File: config.mk
export PLATFORM = sky130hd
export DESIGN_NAME = fnr_sqrt_cell
export DESIGN_NICKNAME = d
export VERILOG_FILES = /design/src/hw/rtl/fnr_pkg.sv /design/src/hw/rtl/fnr_sqrt_cell.sv
export SDC_FILE = /design/constraint.sdc
export NUM_CORES = 1
export LEC_CHECK = 0
export BUFFER_PORTS_ARGS = -buffer_cell sky130_fd_sc_hd__buf_2
export CAP_MARGIN = 10
export CORE_MARGIN = 2
export CORE_UTILIZATION = 50
export DETAILED_ROUTE_END_ITERATION = 8
export PLACE_DENSITY = 0.75
export SLEW_MARGIN = 20
export SYNTH_ARGS = -nofsm -noshare
export SYNTH_HDL_FRONTEND = slang
export SYNTH_SLANG_ARGS = --single-unit
export TNS_END_PERCENT = 30
File: constraint.sdc
create_clock -name i_clk -period 8.96 [get_ports i_clk]
set_clock_uncertainty 0.1 [all_clocks]
set_input_delay 0.896 -clock i_clk [delete_from_list [all_inputs] [get_ports i_clk]]
set_output_delay 0.896 -clock i_clk [all_outputs]
set_load 0.03 [all_outputs]
File: src/hw/rtl/fnr_pkg.sv
// ----------------------------------------------------------------------------
// Fermi factor package
// Request types, pipeline tag, fixed-point constants and the reciprocal
// table used by the series cells.
// ----------------------------------------------------------------------------
package fnr_pkg;

    localparam int FRACTION_BITS = 16;
    localparam int POS_SHIFT     = 8 + FRACTION_BITS;
    localparam int NEG_SHIFT     = 24 - FRACTION_BITS;

    localparam int SQRT_STEPS   = 32;
    localparam int RATIO_STEPS  = 32;
    localparam int TAYLOR_TERMS = 13;
    localparam int QUO_STEPS    = 34;

    localparam logic [24:0] OUT_MAX    = 25'h1FF_FFFF;
    localparam logic [24:0] ONE_FIXED  = 25'(1) << FRACTION_BITS;
    localparam logic [24:0] ENERGY_MIN = 25'd50;
    localparam logic [18:0] MASS_RESET = 19'd510999;
    localparam logic [27:0] KQ         = 28'd196926905;
    localparam logic [32:0] L2E        = 33'd6196328019;
    localparam logic [31:0] LN2        = 32'd2977044472;
    localparam logic [32:0] ONE_Q32    = {1'b1, 32'b0};

    typedef struct packed {
        logic signed [7:0] charge_number;
        logic [24:0]       kinetic_energy_ev;
    } t_in;

    typedef struct packed {
        logic [24:0] fermi_factor;
        logic        saturated;
    } t_out;

    // Side information that travels with a request down the pipe
    typedef struct packed {
        logic [7:0]  zmag;
        logic        neg;
        logic        zero;
        logic        big;
        logic        gz;
        logic        ovf;
        logic [4:0]  sh;
        logic [25:0] sum_me;
        logic [33:0] a;
    } t_tag;

    // floor(2^35 / k) for the series divisions
    function automatic logic [35:0] recip(input logic [3:0] k);
        logic [35:0] m;
        case (k)
            4'd1:    m = 36'd34359738368;
            4'd2:    m = 36'd17179869184;
            4'd3:    m = 36'd11453246122;
            4'd4:    m = 36'd8589934592;
            4'd5:    m = 36'd6871947673;
            4'd6:    m = 36'd5726623061;
            4'd7:    m = 36'd4908534052;
            4'd8:    m = 36'd4294967296;
            4'd9:    m = 36'd3817748707;
            4'd10:   m = 36'd3435973836;
            4'd11:   m = 36'd3123612578;
            4'd12:   m = 36'd2863311530;
            4'd13:   m = 36'd2643056797;
            default: m = 36'd0;
        endcase
        return m;
    endfunction

endpackage

File: src/hw/rtl/fnr_sqrt_cell.sv
// ----------------------------------------------------------------------------
// Square root cell
// One digit-by-digit step of an integer square root; a chain of these
// resolves one result bit per stage.
// ----------------------------------------------------------------------------
module fnr_sqrt_cell (
    input  logic          i_clk,
    input  logic          i_rst_n,
    input  logic          i_en,
    input  logic [63:0]   i_bit,
    input  logic          i_valid,
    input  logic [63:0]   i_rad,
    input  logic [63:0]   i_root,
    input  fnr_pkg::t_tag i_tag,
    output logic          o_valid,
    output logic [63:0]   o_rad,
    output logic [63:0]   o_root,
    output fnr_pkg::t_tag o_tag
);

    logic          r_valid;
    logic [63:0]   r_rad, n_rad;
    logic [63:0]   r_root, n_root;
    fnr_pkg::t_tag r_tag;
    logic [63:0]   w_trial;

    // Try subtracting the trial value
    always_comb begin
        w_trial = i_root + i_bit;
        if (i_rad >= w_trial) begin
            n_rad  = i_rad - w_trial;
            n_root = (i_root >> 1) + i_bit;
        end else begin
            n_rad  = i_rad;
            n_root = i_root >> 1;
        end
    end

    always_ff @(posedge i_clk) begin
        if (!i_rst_n) begin
            r_valid <= 1'b0;
        end else if (i_en) begin
            r_valid <= i_valid;
        end
    end

    always_ff @(posedge i_clk) begin
        if (i_en) begin
            r_rad  <= n_rad;
            r_root <= n_root;
            r_tag  <= i_tag;
        end
    end

    assign o_valid = r_valid;
    assign o_rad   = r_rad;
    assign o_root  = r_root;
    assign o_tag   = r_tag;

endmodule

# Word-level counts from Yosys, hierarchy flattened
# Index checks and enable logic that the tools add are counted.
[word_totals]
reg_bits = 207
ramBits = 0
latch_bits = 0
romBits = 0
mem_count = 0
elab_cells = 19
[classes]
n_lt_le_gt_ge = 1
bitwise = 0
mul = 0
div = 0
n_reduce_logical = 0
mux = 2
shift = 0
eq_ne = 0
n_addsub = 3
[op_table]
columns = ["operator", "count"]
rows = [
  ["$add 63x64->64", 1],
  ["$add 64x64->64", 1],
  ["$ge 64x64->1", 1],
  ["$mux 64", 1],
  ["$sub 64x64->64", 1],
  ["$mux 63", 1],
]

# Depth between registers and ports, before layout
[logic_depth]
word_depth = 3
ltp_mapped = 26
mapped_depth_nobuf = 24

# Least setup slack after synthesis
# Ideal clock, no wire load.
[synth_timing]
path_kind = "in2reg"
start = "input i_bit[0]"
end = "register r_root[17] (netlist: o_root[17]) (data pin)"
setup_ns = 0.261
slack_ns = 3.087
n_path_buf = 4
t_arrival_ns = 5.512
path_stages = 25
cell_sequence = "ha_1 > inv_1 > fa_1 > nor2b_1 > o31a_1 > o31a_1 > or4b_1 > nand2_1 > o31ai_1 > a221o_1 > a21boi_1 > xor2_1 > ha_1 > clkbuf_1 > inv_1 > nor3_1 > a21oi_1 > o221a_2 > o21ai_0 > a311oi_2 > o21ai_2 > buf_2 > buf_2 > buf_2 > a21oi_1"
[synth_via]
elab_chain_len = 3
word_cells_on_any_way = 4
[synth_lines]
columns = ["element", "line_no", "source"]
rows = [
  ["from (decl)", "fnr_sqrt_cell.sv:10", "input logic [63:0] i_bit,"],
  ["$add 64x64->64", "fnr_sqrt_cell.sv:29", "w_trial = i_root + i_bit;"],
  ["$ge 64x64->1", "fnr_sqrt_cell.sv:30", "if (i_rad >= w_trial) begin"],
  ["$mux 63 (*)", "fnr_sqrt_cell.sv:30", ""],
  ["named net n_root[17]", "fnr_sqrt_cell.sv:23", "logic [63:0] r_root, n_root;"],
  ["to (signal assigned)", "fnr_sqrt_cell.sv:50", "r_root <= n_root;"],
  ["to (decl)", "fnr_sqrt_cell.sv:23", ""],
]
# The timed path passes the listed nets; every way through them passes the cells marked *.
# A chain may end at the register's enable or synchronous reset.

# Worst setup path in the final report
[layout_timing]
start = "input i_bit[0]"
end = "register r_rad[0] (netlist: o_rad[0]) (data pin)"
[layout_via]
elab_chain_len = 3
word_cells_on_any_way = 4
[layout_lines]
columns = ["element", "line_no", "source"]
rows = [
  ["$add 64x64->64 (*)", "fnr_sqrt_cell.sv:29", ""],
  ["$sub 64x64->64 or $ge 64x64->1 (tied branches)", "fnr_sqrt_cell.sv:31, fnr_sqrt_cell.sv:30", ""],
  ["$mux 64 (*)", "fnr_sqrt_cell.sv:30", ""],
  ["named net n_rad[0]", "fnr_sqrt_cell.sv:22", "logic [63:0] r_rad, n_rad;"],
  ["to (signal assigned)", "fnr_sqrt_cell.sv:49", "r_rad <= n_rad;"],
  ["to (decl)", "fnr_sqrt_cell.sv:22", ""],
]
# Marked as above.

==> flow_summary.json <==
{
  "ys_seq_area_share_pct": 32.4,
  "endpoint_kind": "flip-flop",
  "root_buffer": "clkbuf_16",
  "cts_hold_buf": 0,
  "stdcell_count": 3165,
  "fin_util_pct": 59.9,
  "timing.setup.tns_ns": 0,
  "grt_pass1_vias": 17700,
  "seqCellArea_sq_um": 6210,
  "crit_chain": "buf_2 > ha_1 > inv_1 > fa_1 > nor2b_1 > o31a_1 > nor3_1 > o211a_1 > o21ai_1 > a211o_1 > a21oi_1 > o21ai_0 > xnor2_1 > ha_1 > nand4_1 > nor3_1 > and3_1 > o21a_1 > a311oi_2 > o21ai_4 > buf_12 > a21oi_1",
  "holdWs_ns": 0.428,
  "slowest_stage": "o21ai_4",
  "multi_input_area_sq_um": 12100,
  "ys.flop_type": "edfxtp_1",
  "num_io_pins": 481,
  "cp_max_fo": 86,
  "area_delta_synth_final_pct": 17.8,
  "gp_congestion": 1.02,
  "synth_edf_count": 206,
  "drcViolationCount": 0,
  "vias": 19200,
  "wire_per_inst_um": 21.1,
  "cts_sinks": 207,
  "crit_path_max_incr_delay_ns": 0.90,
  "htree_num_levels": 1,
  "worst-path-buf-inv": 3,
  "pwr-share-seq_pct": 28.2,
  "detail_route.vias_per_cell": 6.08,
  "core_area_sq_um": 37700,
  "power.net_switching_mw": 2.10,
  "tightest_slew_ns": 1.07,
  "rows": 71,
  "cp_data_arrival_time_ns": 6.92,
  "timing_worst_setup_path_type": "in2reg",
  "grt_max_degree": 87,
  "slew-limit-headroom_pct": 28.4,
  "cts_tree": "done",
  "syn_inst": 2219,
  "switching_share_pct": 43.6,
  "die_x_um": 200,
  "syn-num-nets": 2686,
  "dr.first_iter.drc_count": 1839,
  "routed_wl_mm": 66.9,
  "avgSynthCellArea_sq_um": 8.63,
  "ant_nets": 0,
  "layout-drive-gt1-share_pct": 21.5,
  "dieArea_sq_um": 39900,
  "setup_viol": 0,
  "ir_drop_mv": 0.170,
  "leakagePower_nw": 9.92,
  "synth.distinct_cells": 90,
  "cts_resized": 0,
  "nFillCells": 3439,
  "power_density_nw_per_um2": 214,
  "dp_hpwl_mm": 54.6,
  "fmax_ghz": 0.148,
  "rsz0062_at_grt": "no",
  "max_cap_viol_count": 0,
  "grt_usage_pct": 32.1,
  "clkPwrFrac_pct": 20.5,
  "clk_pin_slew_ns": 0.06,
  "post_cts_buffers": 0,
  "die_h_um": 200,
  "start_util_pct": 50.8,
  "final-hold-violation-count": 0,
  "place.port_buffers": 480,
  "cts_max_path_buffers": 3,
  "finalCritPeriodShare_pct": 75.3,
  "grt-ovfl-total": 0,
  "p_comb_share_pct": 51.4,
  "worstHoldPathType": "reg2reg",
  "synth.ff_latch_count": 207,
  "syn-cell-area_sq_um": 19100,
  "async_flop_share_pct": 0,
  "final_max_slew_viol_count": 0,
  "required_ns": 9.14,
  "drt_pass1_iterations": 6,
  "grt_pass1_wl_mm": 99.1,
  "min_period_ns": 6.75,
  "yosys_warnings": 0,
  "status": "finished, final reports clean",
  "clk-insertion-delay-late_ns": 0.53,
  "final_nets": 3092,
  "cp_top_family": "compound AO/OA/AOI/OAI gates",
  "placed_cells": 3110,
  "worst_setup_path_start_kind": "input port",
  "cts_buffers": 24,
  "intPower_mw": 2.72,
  "reg2reg_setup_slack_ns": 8.26,
  "antenna_found_initial": 13,
  "fin_total_pwr_mw": 4.82
}
==> sequential cells by signal (all words and copies together), names as in the netlist <==
name     cells
o_tag       78
o_valid      1
o_root      64
o_rad       64
==> worst min-delay path: cells and delay by family (launching register included) <==
family	cells	cell delay (ns)
simple gates	1	0.10
flops	1	0.32
mux	1	0.07
==> cells in the final DEF (no fill, tap or decap), types with 13 or more instances in the layout <==
cell       count
nor2_1       208
edfxtp_1     206
nand4_1       60
o31ai_1       19
and3_1        16
a211oi_1      14
ha_1         190
a31oi_1       19
a21o_1       107
clkbuf_16     25
xnor2_1      119
o21ai_0      117
nand3_1       32
xor2_1        59
nor2b_1       15
nor3_1        27
o21a_1        25
or3_1         13
and2_1        13
nand2_1      194
a21oi_1      325
o21bai_1      52
inv_1         70
nand2b_1      13
o21ai_1       38
buf_2        479
==> synthesized netlist by cell type (all sizes together), types with 9 or more instances <==
library cell | instances | area, sq um
o31ai | 21 | 168
xor2 | 59 | 517
o21ai | 159 | 811
a211oi | 15 | 118
nand2 | 196 | 741
nor2 | 208 | 781
or3 | 14 | 92.6
nand3 | 32 | 160
o21bai | 53 | 402
ha | 190 | 2380
a21o | 110 | 830
and3 | 17 | 108
nand2b | 13 | 81.3
edfxtp | 206 | 6190
a21oi | 325 | 1630
clkbuf | 75 | 332
xnor2 | 119 | 1040
and2 | 13 | 81.3
o211ai | 10 | 75.1
nand4 | 61 | 388
or2 | 12 | 75.1
nor2b | 15 | 93.8
o21a | 26 | 195
inv | 70 | 263
o41ai | 9 | 86.3
buf | 31 | 190
nor3 | 27 | 135
a31oi | 20 | 131
==> per-stage QoR <==
stage	setup WS (ns)	instance area [sq um]
2_1_floorplan	3.09	19100
3_3_place_gp	1.87	21700
3_5_place_dp	1.76	21700
4_1_cts	2.35	22500
5_1_grt	1.79	22500
6_report	2.21	22500
==> worst paths after layout <==
| check | end | from | cells past startpoint |
|---|---|---|---|
| max | o_rad[0] | i_bit[0] | 22 |
| min | o_valid | o_valid | 2 |
| max reg2reg | o_valid | o_valid | 2 |
| min reg2reg | o_valid | o_valid | 2 |
==> metal layers <==
| layer | global-route usage (%) | vias to the layer above | part of all wire, % |
|---|---|---|---|
| met3 | 4.17 | 141 | 9.0 |
| li1 | - | 9120 | - |
| met1 | 45.6 | 8971 | 44 |
| met5 | 0 | - | 0 |
| met2 | 49.2 | 1000 | 44 |
| met4 | 13.2 | 0 | 3.8 |
==> power by group through the flow <==
stage / clock [mW] / combinational [mW] / sequential (mW)
5_1_grt: 1.04 / 2.67 / 1.38
4_1_cts: 1.00 / 2.44 / 1.36
3_3_place_gp: 0 / 2.40 / 1.37
6_report: 0.986 / 2.48 / 1.36
2_1_floorplan: 0 / 1.38 / 1.74
3_5_place_dp: 0 / 2.42 / 1.38
==> logic make-up (layout without fill, tap and decap cells) <==
kind of cell / after synthesis / after routing / share of synthesized area (%)
DFF: 207 / 207 / 32.4
AOI/OAI and AO/OA: 823 / 823 / 26.7
other: 0 / 12 / 0
xor gates and xnor gates: 178 / 178 / 8.14
adders and majority gates: 193 / 193 / 12.7
and+or+nand+nor: 636 / 636 / 15.4
muxes: 4 / 4 / 0.242
buffers and inverters: 178 / 601 / 4.32
==> final cells by class <==
type | count | share of cell area [%]
inverters | 70 | 1.17
multi-input cells | 1834 | 53.8
diodes | 12 | 0.133
clock buffers | 25 | 2.77
flip-flops and latches | 207 | 27.5
well taps | 511 | 2.84
repair buffers | 488 | 11.1
clock inverters | 18 | 0.727
(Power assumes the default switching activity.)
