### src/hw/rtl/fnr_pkg.sv
// ----------------------------------------------------------------------------
// Fermi factor package
// Request types, pipeline tag, fixed-point constants and the reciprocal
// table used by the series cells.
// ----------------------------------------------------------------------------
package fnr_pkg;

    localparam int FRACTION_BITS = 16;
    localparam int POS_SHIFT     = 8 + FRACTION_BITS;
    localparam int NEG_SHIFT     = 24 - FRACTION_BITS;

    localparam int SQRT_STEPS   = 32;
    localparam int RATIO_STEPS  = 32;
    localparam int TAYLOR_TERMS = 13;
    localparam int QUO_STEPS    = 34;

    localparam logic [24:0] OUT_MAX    = 25'h1FF_FFFF;
    localparam logic [24:0] ONE_FIXED  = 25'(1) << FRACTION_BITS;
    localparam logic [24:0] ENERGY_MIN = 25'd50;
    localparam logic [18:0] MASS_RESET = 19'd510999;
    localparam logic [27:0] KQ         = 28'd196926905;
    localparam logic [32:0] L2E        = 33'd6196328019;
    localparam logic [31:0] LN2        = 32'd2977044472;
    localparam logic [32:0] ONE_Q32    = {1'b1, 32'b0};

    typedef struct packed {
        logic signed [7:0] charge_number;
        logic [24:0]       kinetic_energy_ev;
    } t_in;

    typedef struct packed {
        logic [24:0] fermi_factor;
        logic        saturated;
    } t_out;

    // Side information that travels with a request down the pipe
    typedef struct packed {
        logic [7:0]  zmag;
        logic        neg;
        logic        zero;
        logic        big;
        logic        gz;
        logic        ovf;
        logic [4:0]  sh;
        logic [25:0] sum_me;
        logic [33:0] a;
    } t_tag;

    // floor(2^35 / k) for the series divisions
    function automatic logic [35:0] recip(input logic [3:0] k);
        logic [35:0] m;
        case (k)
            4'd1:    m = 36'd34359738368;
            4'd2:    m = 36'd17179869184;
            4'd3:    m = 36'd11453246122;
            4'd4:    m = 36'd8589934592;
            4'd5:    m = 36'd6871947673;
            4'd6:    m = 36'd5726623061;
            4'd7:    m = 36'd4908534052;
            4'd8:    m = 36'd4294967296;
            4'd9:    m = 36'd3817748707;
            4'd10:   m = 36'd3435973836;
            4'd11:   m = 36'd3123612578;
            4'd12:   m = 36'd2863311530;
            4'd13:   m = 36'd2643056797;
            default: m = 36'd0;
        endcase
        return m;
    endfunction

endpackage

### src/hw/rtl/fnr_div_cell.sv
// ----------------------------------------------------------------------------
// Divider cell
// One restoring division step: shift in a numerator bit, compare against
// the divisor, subtract and emit one quotient bit.
// ----------------------------------------------------------------------------
module fnr_div_cell (
    input  logic          i_clk,
    input  logic          i_rst_n,
    input  logic          i_en,
    input  logic          i_valid,
    input  logic [33:0]   i_rem,
    input  logic [33:0]   i_num,
    input  logic [33:0]   i_quo,
    input  logic [32:0]   i_dvs,
    input  fnr_pkg::t_tag i_tag,
    output logic          o_valid,
    output logic [33:0]   o_rem,
    output logic [33:0]   o_num,
    output logic [33:0]   o_quo,
    output logic [32:0]   o_dvs,
    output fnr_pkg::t_tag o_tag
);

    logic          r_valid;
    logic [33:0]   r_rem, n_rem;
    logic [33:0]   r_num, r_quo, n_quo;
    logic [32:0]   r_dvs;
    fnr_pkg::t_tag r_tag;
    logic [34:0]   w_trial;

    // Shift in the next numerator bit and subtract when it fits
    always_comb begin
        w_trial = {i_rem, i_num[33]};
        if (w_trial >= {2'b0, i_dvs}) begin
            n_rem = 34'(w_trial - {2'b0, i_dvs});
            n_quo = {i_quo[32:0], 1'b1};
        end else begin
            n_rem = 34'(w_trial);
            n_quo = {i_quo[32:0], 1'b0};
        end
    end

    always_ff @(posedge i_clk) begin
        if (!i_rst_n) begin
            r_valid <= 1'b0;
        end else if (i_en) begin
            r_valid <= i_valid;
        end
    end

    always_ff @(posedge i_clk) begin
        if (i_en) begin
            r_rem <= n_rem;
            r_num <= {i_num[32:0], 1'b0};
            r_quo <= n_quo;
            r_dvs <= i_dvs;
            r_tag <= i_tag;
        end
    end

    assign o_valid = r_valid;
    assign o_rem   = r_rem;
    assign o_num   = r_num;
    assign o_quo   = r_quo;
    assign o_dvs   = r_dvs;
    assign o_tag   = r_tag;

endmodule

### config.mk
export PLATFORM = sky130hd
export DESIGN_NAME = fnr_div_cell
export DESIGN_NICKNAME = d
export VERILOG_FILES = /design/src/hw/rtl/fnr_pkg.sv /design/src/hw/rtl/fnr_div_cell.sv
export SDC_FILE = /design/constraint.sdc
export NUM_CORES = 1
export LEC_CHECK = 0
export ABC_AREA = 1
export BUFFER_PORTS_ARGS = -buffer_cell sky130_fd_sc_hd__buf_2
export CAP_MARGIN = 20
export CORE_MARGIN = 2
export CORE_UTILIZATION = 35
export DETAILED_ROUTE_END_ITERATION = 16
export PLACE_DENSITY = 0.69
export SLEW_MARGIN = 0
export SYNTH_ARGS = -nofsm -noshare
export SYNTH_HDL_FRONTEND = slang
export SYNTH_SLANG_ARGS = --single-unit
### constraint.sdc
create_clock -name i_clk -period 2.2 [get_ports i_clk]
set_clock_uncertainty 0.05 [all_clocks]
set_input_delay 0.55 -clock i_clk [delete_from_list [all_inputs] [get_ports i_clk]]
set_output_delay 0.55 -clock i_clk [all_outputs]
set_load 0.1 [all_outputs]
# ---- Word-level counts from Yosys, hierarchy flattened
# Cells that the tools add are included.
# Widths: inputs -> output; s select.
dict set report word_totals {
  regBits 213
  latchBits 0
  ramBits 0
  mem_bits_ro 0
  input_bits 217
  out_inout_bits 214
  wordCells 18
  n_memories 0
}
dict set report classes {
  n_addsub 1
  n_mul 0
  n_div 0
  magnitude_cmp 1
  eq_ne 0
  n_shift 0
  n_mux 2
  n_bitwise 0
  n_reduce_logical 0
}
# operator n
set ops {}
lappend ops {{$ge 35x33->1} 1}
lappend ops {{$mux 34} 1}
lappend ops {{$sub 34x33->34} 1}
lappend ops {{$mux 1} 1}

# ---- Logic depth before layout (Yosys ltp)
dict set report depth {
  depth_word 2
  ltp_mapped 16
  depth_no_buf 15
}

# ---- Least setup slack after synthesis
# OpenSTA, ideal clock, no wires.
dict set report synth_path {
  kind {input-to-reg}
  start {in i_num[33]}
  end {reg r_rem[30], in the netlist o_rem[30], data pin}
  setup_time_ns 0.253
  arrival_ns 1.929
  t_required_ns 1.897
  setup_slack_ns -0.033
  cell_stages 14
  path_buffers 0
  cell_sequence {inv_1 ha_1 inv_1 fa_1 nand2_1 nand3_1 nand3_1 nand2_1 nand2_1 nand2_1 nand3_1 nand3b_1 nand3_1 nand2_1}
}
dict set report synth_via {
  elab_chain_len 2
  elab_cells_between_ends 3
  classes_between {1 x add/sub; 1 x order compare; 1 x mux}
}
# item line
set synth_rtl {}
lappend synth_rtl {{from (decl)} fnr_div_cell.sv:12} ;# input logic [33:0] i_num,
lappend synth_rtl {{$sub 34x33->34 / $ge 35x33->1 (equally long branches)} {fnr_div_cell.sv:35, fnr_div_cell.sv:34}}
lappend synth_rtl {{$mux 34 *} fnr_div_cell.sv:34} ;# if (w_trial >= {2'b0, i_dvs}) begin
lappend synth_rtl {{net n_rem[30]} fnr_div_cell.sv:25} ;# logic [33:0] r_rem, n_rem;
lappend synth_rtl {{to (signal assigned)} fnr_div_cell.sv:53} ;# r_rem <= n_rem;
lappend synth_rtl {{to (decl)} fnr_div_cell.sv:25}
# The timed path passes the listed nets; every way through them passes the cells marked *.
# A chain may end at the register's enable or synchronous reset.

# ---- Final worst setup path
# Same ends and word-level chain as after synthesis.

==> impl_summary.md <==
CTS
The insertion delay of the later-clocked pin in the worst-skew pair is between 0.5 and 0.6 ns. The clock slew at the register clock pins of the worst setup and hold paths is 0.07 ns. Counting the buffers created by CTS gives 24.

The number of H-tree branching levels is 1. The clock passes through at most 3 buffers. The TritonCTS clock tree is yes. The root buffer cell chosen for the clock tree is sky130_fd_sc_hd__clkbuf_16. CTS saw 213 sinks.

Synthesis
In the post-synthesis netlist, the biggest area contributors are sky130_fd_sc_hd__edfxtp_1, sky130_fd_sc_hd__nand2_1, sky130_fd_sc_hd__inv_1. In this run, distinct cell masters in the synthesized netlist total 28. The number of enable-type register cells in the synthesized netlist is approximately 210.

The most frequently used cell type in the post-synthesis netlist is sky130_fd_sc_hd__nand2_1. Synthesis handed over a netlist of 870 instances. In the synthesized netlist the async set-or-reset flop fraction comes to 0. Of the post-synthesis cell area, the dominant cell type holds 0.672. The mean area per synthesized cell is 10.9 um2.

Of the synthesized area, sequential elements account for 0.674. The largest area contributor in the netlist is sky130_fd_sc_hd__edfxtp_1. The warning count from the yosys run is 0. The combined area of all synthesized cells is 9470 um2. Counting instances in the post-synthesis netlist gives the leading cell types as sky130_fd_sc_hd__nand2_1, sky130_fd_sc_hd__edfxtp_1, sky130_fd_sc_hd__inv_1. The most used flip-flop cell after synthesis is sky130_fd_sc_hd__edfxtp_1. After synthesis the netlist holds a flip-flop and latch count of between 200 and 250. The number of nets in the synthesized netlist is about 1100.

Final layout
From synthesis to final layout, the design area changed by 46.4%. The cell area after layout is 13900 um2. The final layout net count is between 1500 and 2000. Fill cells in the final layout number 2446.

The proportion of layout cells with a drive suffix above 1 is 0.419. At the end of the flow the core is filled with cells to 0.518.

STA
The total of endpoints with negative setup slack in the final report is 0. The final period utilization is 0.927. In the post-route analysis, the smallest setup slack over all paths is 0.161 ns.

The smallest clock period supported by the final layout is computed as slightly above 2 ns. The total count of max-transition violations in the final report is 0. The number of hold-slack violations in the final timing report was 0. The summed negative setup slack over all endpoints is 0 ns. The maximum clock frequency is a little under 500 MHz.

Setup repair after global routing left no endpoint under its margin. For the pin with the worst max-slew slack, the measured transition is 0.571 ns. The worst slew margin relative to its limit is 0.622.

Critical path
The worst-case register-to-register setup slack is 1.49 ns. The worst setup path is launched from an input pin. The critical path is of the in -> reg type. The maximum fanout along the worst path is 3. Data arrives at the worst endpoint at about 2.3 ns. STA classifies the critical path endpoint as a flip-flop. The worst register-to-register path begins at o_valid. At the worst endpoint, the required time is 2.42 ns. The worst register-to-register path ends at o_valid. For the worst flop-to-flop path, the logic depth is 2.

Route
After detailed routing, the number of vias per cell comes to 4.57. The DRC marker count from the first detailed-route iteration is 550. The total via count after detailed routing is around 8000. The routed wire length per instance is 18.2 um. The remaining number of nets flagged by the antenna check after routing is 0.

The number of remaining DRC errors is 0. The detailed-routing iteration count for the pre-antenna-repair pass is 5. Summed over all layers, the routed wires come to 32.6 mm.

Power
IR analysis of the VDD net gives a maximum drop of roughly 590 uV. Summed over all nets, the switching power comes to 5.37 mW. The share of total power dissipated in the clock network is 0.290.

The combinational fraction of design power is 0.337. Of the total power, registers draw 0.373. The leakage power total is 6.85 nW. The switching power as a share of total power is 0.400. The total chip power is about 13 mW. The total power density per cell area is approximately 970 nW/um2. The cell-internal power is 8.05 mW.

Min path
The beginning of the worst hold path is i_tag[63]. The worst min-delay path class is in -> reg. The worst hold path terminates at o_tag[63]. The cell depth of the worst min-delay path is 1.

Floorplanning
The starting density of the core is 0.354. The floorplan has 60 rows. The vertical die dimension is 169 um. During I/O placement, the number of pins put on the boundary was approximately 430.

The die extent in x is 169 um. The floorplan die area is 28400 um2. The floorplan step defined a core boundary enclosing 26800 um2.

Global route
Entering global routing, the biggest net connects 49 pins. The number of global-route vias before repair was 8137. The first global-routing pass estimated 46.8 mm of wire.

For this run, the total global-route usage over all layers was measured as 0.221. The number of antenna violations at the first check in global routing is 16. Summed over all layers, the global routing overflow is 0.

Job
The reported max-cap violation count is 0.

Placed design
OpenSTA, run right after detailed placement, puts the worst setup slack at -0.439 ns. During placement, the flow inserted port buffers numbering ~430. The detailed placement HPWL is 26.5 mm. Summing all placed instances gives a cell area of ~13000 um2. The congestion estimate from routability-driven global placement came to a little over 0.9.

Status
The flow ran to the end, and the final reports show no timing, DRC or antenna violations.
metrics by stage:
step,hold slack [ns],std cells
finish,0.142,1797
global route,0.128,1796
CTS,0.128,1794
detailed placement,0.486,1750
global placement,0.470,1750
floorplan,0.593,870
power by group through the flow:
| stage | combinational [mW] | clock [mW] | sequential (mW) |
|---|---|---|---|
| final | 4.52 | 3.89 | 5.01 |
| after CTS | 4.53 | 3.97 | 5.01 |
| after global placement | 4.50 | 0 | 5.09 |
| after floorplan | 0.670 | 0 | 7.75 |
| after detailed placement | 4.52 | 0 | 5.08 |
| after global routing | 4.72 | 4.11 | 5.04 |
state kept, by name, summed over array words and instances, names as in the netlist:
name	cells
o_num	33
o_tag	78
o_valid	1
o_dvs	33
o_quo	34
o_rem	34
cell families (layout without fill, tap and decap cells):
logic type | after synthesis | after routing | share of synthesized area
buffers and inverters | 146 | 729 | 0.0618
flip-flops | 213 | 213 | 0.674
AO/OA/AOI/OAI | 36 | 36 | 0.0214
XOR/XNOR | 16 | 16 | 0.0148
AND/OR/NAND/NOR | 424 | 424 | 0.182
other | 1 | 4 | 0.000396
adder cells (fa/ha/maj) | 34 | 34 | 0.0457
how the worst max path moves through the flow:
stage | start | end | slack, ns | depth (start not counted)
2_1_floorplan | i_dvs[12] | o_rem[21] | 0.004 | 12
3_3_place_gp | i_num[33] | o_rem[30] | -0.39 | 15
3_5_place_dp | i_num[33] | o_rem[30] | -0.44 | 15
4_1_cts | i_num[33] | o_rem[30] | 0.10 | 15
5_1_grt | i_dvs[10] | o_rem[26] | 0.0004 | 15
6_report | i_num[33] | o_rem[30] | 0.16 | 15
placed cells by master, fill, tap and decap left out, drive strengths merged:
| master | n |
|---|---|
| a21oi | 27 |
| and2 | 1 |
| and3 | 2 |
| buf | 546 |
| bufinv | 1 |
| clkbuf | 31 |
| clkinv | 10 |
| conb | 1 |
| dfxtp | 1 |
| diode | 3 |
| edfxtp | 212 |
| fa | 1 |
| ha | 33 |
| inv | 141 |
| nand2 | 310 |
| nand3 | 38 |
| nand3b | 9 |
| nand4 | 2 |
| nor2 | 52 |
| nor3 | 8 |
| o21a | 2 |
| o21ai | 3 |
| o21bai | 4 |
| or2 | 2 |
| xnor2 | 2 |
| xor2 | 14 |
critical path: stages:
cell,delay [ns]
sky130_fd_sc_hd__buf_2,0.09
sky130_fd_sc_hd__inv_1,0.07
sky130_fd_sc_hd__ha_1,0.14
sky130_fd_sc_hd__inv_1,0.06
sky130_fd_sc_hd__fa_2,0.35
sky130_fd_sc_hd__nand2_1,0.10
sky130_fd_sc_hd__nand3_1,0.11
sky130_fd_sc_hd__nand3_1,0.09
sky130_fd_sc_hd__nand2_1,0.11
sky130_fd_sc_hd__nand2_1,0.11
sky130_fd_sc_hd__nand2_2,0.12
sky130_fd_sc_hd__nand3_2,0.12
sky130_fd_sc_hd__nand3b_1,0.08
sky130_fd_sc_hd__nand3_1,0.09
sky130_fd_sc_hd__nand2_1,0.06
area by class of cell:
class                      count  area [um2]  share of cell area
tap                          341         427              0.0308
timing repair buffer         546        3150               0.227
multi-input combinational    511        2610               0.188
inverter                     139         522              0.0376
sequential                   213        6390               0.460
clock inverter                13         111             0.00803
antenna                        3        7.51            0.000541
clock buffer                  31         657              0.0473
routing by layer:
metal	global-route usage	vias to the layer above	routed length, um
met3	0.0615	77	2800
met1	0.272	3804	13000
li1	-	3978	-
met5	0	-	135
met2	0.377	341	15700
met4	0.0708	20	997
timing repair:
action                                  in CTS  in global routing
endpoints found under the hold margin        0                  0
resized for setup                            0                 11
hold buffers                                 0                  0
endpoints found under the setup margin       0                 32
buffers inserted                             0                  0
(Power assumes the default switching activity.)
